--- src/sv/mfr_pkg.sv ---
// Shared types, register codes and the median network for the 3x3 median filter.
`timescale 1ns / 1ps
`default_nettype none

package mfr_pkg;

   localparam int CSR_DATA_W = 13;

   typedef enum logic [0:0] {
      CSR_FRAME_WIDTH  = 1'b0,
      CSR_FRAME_HEIGHT = 1'b1
   } csr_index_type;

   localparam logic [11:0] FRAME_WIDTH_RESET  = 12'd640;
   localparam logic [12:0] FRAME_HEIGHT_RESET = 13'd480;

   typedef struct packed {
      logic [7:0] red;
      logic [7:0] green;
      logic [7:0] blue;
   } pix_type;

   typedef struct packed {
      logic [7:0] red_in;
      logic [7:0] green_in;
      logic [7:0] blue_in;
      logic       frame_start;
   } req_type;

   typedef struct packed {
      logic [7:0]  red_out;
      logic [7:0]  green_out;
      logic [7:0]  blue_out;
      logic [11:0] out_row;
      logic [10:0] out_col;
      logic        is_border;
      logic        last_of_run;
   } rsp_type;

   localparam int NET_LEN = 19;

   localparam logic [0:NET_LEN-1][3:0] NET_A = {
      4'd1, 4'd4, 4'd7, 4'd0, 4'd3, 4'd6, 4'd1, 4'd4, 4'd7, 4'd0,
      4'd5, 4'd4, 4'd3, 4'd1, 4'd2, 4'd4, 4'd4, 4'd6, 4'd4
   };
   localparam logic [0:NET_LEN-1][3:0] NET_B = {
      4'd2, 4'd5, 4'd8, 4'd1, 4'd4, 4'd7, 4'd2, 4'd5, 4'd8, 4'd3,
      4'd8, 4'd7, 4'd6, 4'd4, 4'd5, 4'd7, 4'd2, 4'd4, 4'd2
   };

   // compare-exchange network; the middle element ends in slot four
   function automatic logic [7:0] median9(input logic [8:0][7:0] v);
      logic [8:0][7:0] p;
      logic [7:0]      t;
      p = v;
      for (int k = 0; k < NET_LEN; k++) begin
         if (p[NET_A[k]] > p[NET_B[k]]) begin
            t           = p[NET_A[k]];
            p[NET_A[k]] = p[NET_B[k]];
            p[NET_B[k]] = t;
         end
      end
      return p[4];
   endfunction

endpackage

`default_nettype wire

--- src/sv/mfr_window.sv ---
// 3x3 pixel window with per-channel median output.
`timescale 1ns / 1ps
`default_nettype none

module mfr_window
   import mfr_pkg::*;
(
   input  wire logic    clock,
   input  wire logic    reset,
   input  wire logic    shift_en,
   input  wire pix_type far_pix,
   input  wire pix_type near_pix,
   input  wire pix_type new_pix,
   output pix_type      med_pix
);

   pix_type         window_ff [9];
   logic [8:0][7:0] red_set;
   logic [8:0][7:0] green_set;
   logic [8:0][7:0] blue_set;

   always_ff @(posedge clock) begin
      if (reset) begin
         for (int i = 0; i < 9; i++) begin
            window_ff[i] <= '0;
         end
      end else if (shift_en) begin
         window_ff[0] <= window_ff[1];
         window_ff[1] <= window_ff[2];
         window_ff[2] <= far_pix;
         window_ff[3] <= window_ff[4];
         window_ff[4] <= window_ff[5];
         window_ff[5] <= near_pix;
         window_ff[6] <= window_ff[7];
         window_ff[7] <= window_ff[8];
         window_ff[8] <= new_pix;
      end
   end

   always_comb begin
      for (int i = 0; i < 9; i++) begin
         red_set[i]   = window_ff[i].red;
         green_set[i] = window_ff[i].green;
         blue_set[i]  = window_ff[i].blue;
      end
      med_pix.red   = median9(red_set);
      med_pix.green = median9(green_set);
      med_pix.blue  = median9(blue_set);
   end

endmodule

`default_nettype wire

--- config.mk ---
export PLATFORM = sky130hd
export DESIGN_NAME = mfr_window
export DESIGN_NICKNAME = d
export VERILOG_FILES = /design/src/sv/mfr_pkg.sv /design/src/sv/mfr_window.sv
export SDC_FILE = /design/constraint.sdc
export NUM_CORES = 2
export LEC_CHECK = 0
export BUFFER_PORTS_ARGS = -buffer_cell sky130_fd_sc_hd__clkbuf_2
export CAP_MARGIN = 5
export CORE_MARGIN = 4
export CORE_UTILIZATION = 40
export CTS_CLUSTER_DIAMETER = 80
export CTS_CLUSTER_SIZE = 25
export DETAILED_ROUTE_END_ITERATION = 12
export PLACE_DENSITY_LB_ADDON = 0.1
export SYNTH_ARGS = -nofsm -noshare
export SYNTH_HDL_FRONTEND = slang
export SYNTH_SLANG_ARGS = --single-unit
--- constraint.sdc ---
create_clock -name clock -period 53.5 [get_ports clock]
set_input_delay 5.35 -clock clock [delete_from_list [all_inputs] [get_ports clock]]
set_output_delay 5.35 -clock clock [all_outputs]
set_load 0.03 [all_outputs]
* Word-level counts from Yosys, hierarchy flattened *
Memory sizes are Yosys's and may differ from the RTL's.
Index checks and enable logic that the tools add are counted.

word-level totals
  flip-flop bits (word level) = 0
  RAM bits = 216
  output and inout bits = 24
  logic and storage cells = 144
  memories = 1

cells by class
  order comparisons = 57
  multiplexer cells = 77
  bitwise operators = 9

memory list
  memory     depth  bits a word  read ports  clocked after Yosys merged registers in  wr ports  line              source
  window_ff  9      24           9           0                                        9         mfr_window.sv:17  pix_type window_ff [9];

operator list
  kind        count
  $gt 8x8->1  57
  $mux 16     27
  $mux 8      36
  $mux 24     9
  $or 1x1->1  9
  $mux 1      5

* Depth between registers and ports, before layout *
  depth after elaboration = 18
  gate-level depth with buffers = 97
  mapped depth without buffers = 90

* Worst setup path after synthesis *
No wires, ideal clock.

  path type = reg2out
  start point = mem window_ff[0][103] (netlist name)
  end point = out med_pix[1] (netlist name)
  data arrival time = 16.990 ns
  path slack = 31.160 ns
  cell stages (with the launch flop) = 86
  buffers on the path = 11
  path through = edfxtp_1 > ha_1 > nand4_1 > o21ai_0 > and2_1 > clkbuf_1 > clkbuf_1 > clkbuf_1 > nand2_1 > o21ai_0 > inv_1 > ha_1 > nand4_1 > nor2_1 > a31oi_1 > or4_1 > nand3_2 > buf_1 > (+50 left out) > a21o_1 > a21o_1 > a21oi_1 > o21ai_0 > and4_1 > nor3_1 > mux2_2 > mux2_2 > ha_1 > o21a_1 > o21a_1 > o21ai_0 > a21oi_1 > a211oi_1 > a21oi_1 > clkbuf_1 > nor4_1 > nor4_1

RTL lines
  item                line              source
  start: declaration  mfr_window.sv:17
  end: declaration    mfr_window.sv:14  output pix_type med_pix

==> impl_metrics.ini <==
[synthesis]
postSynthCellCount = 3377
syn_nets = 3893
mappedNetlistArea_um2 = 27800
syn-mean-instance-area_um2 = 8.24
yosys.area_share.simple_pct = 19.7
synthAdderAreaFrac_pct = 19.9
ys.flop_type = edfxtp_1
synth_compound_area_share_pct = 18.9
synth_xor_area_share_pct = 0.157
synth_seq_area_share_pct = 23.3
synth_mux_area_share_pct = 11.9
synth.distinct_cells = 87
synth_edf_count = 216
async_flop_share_pct = 0
synth_top_family_by_area = adder cells
synth_warnings = 0
ys_seq_elements = 216

[worst_hold_path]
min_path_cells = 1
hp-class = reg -> reg

[flow_run]
max_cap_violations = 0

[global_route]
grtUsageMet2_pct = 34.0
grt_pass1_wl_mm = 123
grt_pass1_vias = 23400
grt_antenna_before_repair = 2
grtUsageMet1_pct = 27.6
met3_usage_pct = 2.47
grt_overflow = 0
grt_usage_pct = 20.2
top_usage_layer = met2
grt_max_degree = 157

[clock_network]
htree_levels = 1
cts.clk_slew.worst_paths_ps = 80
root_buffer = clkbuf_16
cts_resized = 0
clockBufferDepth = 3
cts_setup_buffers = 0
clk_latency_ps = 560
cts_sinks = 216
cts_buffers = 23
cts_tree = yes
cts_hold_buf = 0

[sta]
worst_pin_slew_ps = 1210
finClkSkew_ps = 18.0
min_period_ps = 25570
finalSetupViolations = 0
drv_slew = 0
fmax_ghz = 0.0391
hold_violations = 0
slew_headroom_pct = 19.4
rsz0062_at_grt = no
fin_setup_tns_ps = 0
period_share_pct = 47.8

[worst_setup_path]
path_depth = 77
r2r_cells = 1
crit_top_cell = o21ai_0
slowest_delay_ps = 860
critical_path_class = reg -> out
end_kind = primary output
cpMaxStageDelayCell = and2_1
start_kind = register
critPathTopFamily = compound AO/OA/AOI/OAI gates
worstPathArrival_ps = 20220
worstPathMaxFanout = 27
path_buf_inv = 5
critPathRequiredTime_ps = 48150

[detailed_routing]
viasPerCell = 5.51
ant_nets = 0
dr.pass1.iters = 5
wl_mm = 77.0
drc = 0
wire_per_inst_um = 17.7
drt-initial-drc-count = 1514
via_count = 24000

[finish]
final_util_pct = 43.8
drive_gt1_share_pct = 8.15
regMostFlops = window_ff
layout_commonest_cell = ha_1
top_regs = window_ff x216
area_growth_pct = 8.39
largest_reg_flops = 216
nNetsFinal = 3924
final_cell_mix = ha_1 (441), inv_1 (330), a21oi_1 (322)

[floorplanning]
die_w_um = 272
die-height_um = 272
rows = 96
ios = 99
initial_core_util_pct = 40.4
die_area_um2 = 73900
core_um2 = 68800

[outcome]
status = completed

[placed_design]
portBuffers = 98
hpwl_mm = 63.1
place_congestion = 0.917
==> logic make-up after synthesis <==
logic type                 Yosys count
and+or+nand+nor                   1083
AOI/OAI and AO/OA                  861
buffers and inverters              449
adders and majority gates          442
muxes                              321
DFF                                216
xor gates and xnor gates             5
==> through the flow <==
step | worst slack (ps) | cell area [µm²] | instances | hold slack [ps]
3_3_place_gp | 28950 | 29300 | 4314 | 537
4_1_cts | 28040 | 30200 | 4355 | 560
2_1_floorplan | 31160 | 27800 | 3377 | 525
6_report | 27930 | 30200 | 4356 | 555
3_5_place_dp | 28750 | 29300 | 4314 | 538
5_1_grt | 26110 | 30200 | 4355 | 580
==> Yosys cell counts, drive strengths merged (51+ instances only) <==
cell type	instances	share of area (%)
mux2i	245	8.8
nand4	51	1.1
nor2b	65	1.5
o21a	66	1.8
nand3	87	1.6
a21oi	322	5.8
mux2	76	3.1
nor2	275	3.7
edfxtp	216	23
ha	441	20
a21o	93	2.5
o21ai	227	4.1
nand2	211	2.9
clkbuf	92	1.2
inv	331	4.5
and2	238	5.4
==> per-layer routing <==
layer,up-vias,wire [µm]
met1,11200,36300
met4,0,1990
li1,12200,-
met3,104,3420
met5,-,0
met2,465,35400
==> final cells by class <==
type	instances	area (µm²)
diodes	1	2.50
clock buffers	23	576
clock inverters	18	300
fillers	6860	38700
inverters	331	1240
multi-input cells	2712	19700
flip-flops and latches	216	6490
well taps	931	1160
repair buffers	124	698
==> worst paths after layout <==
check / endpoint / slack, ps / startpoint
worst max-delay path: med_pix[3] / 27930 / window_ff[0][97]
worst min-delay path: window_ff[0][182] / 560 / window_ff[0][206]
worst max register to register: window_ff[0][113] / 52550 / window_ff[0][137]
worst min register to register: window_ff[0][182] / 560 / window_ff[0][206]
Power is not shown: default switching activity piles up to over one toggle a cycle in this logic, so the estimate is an artifact.
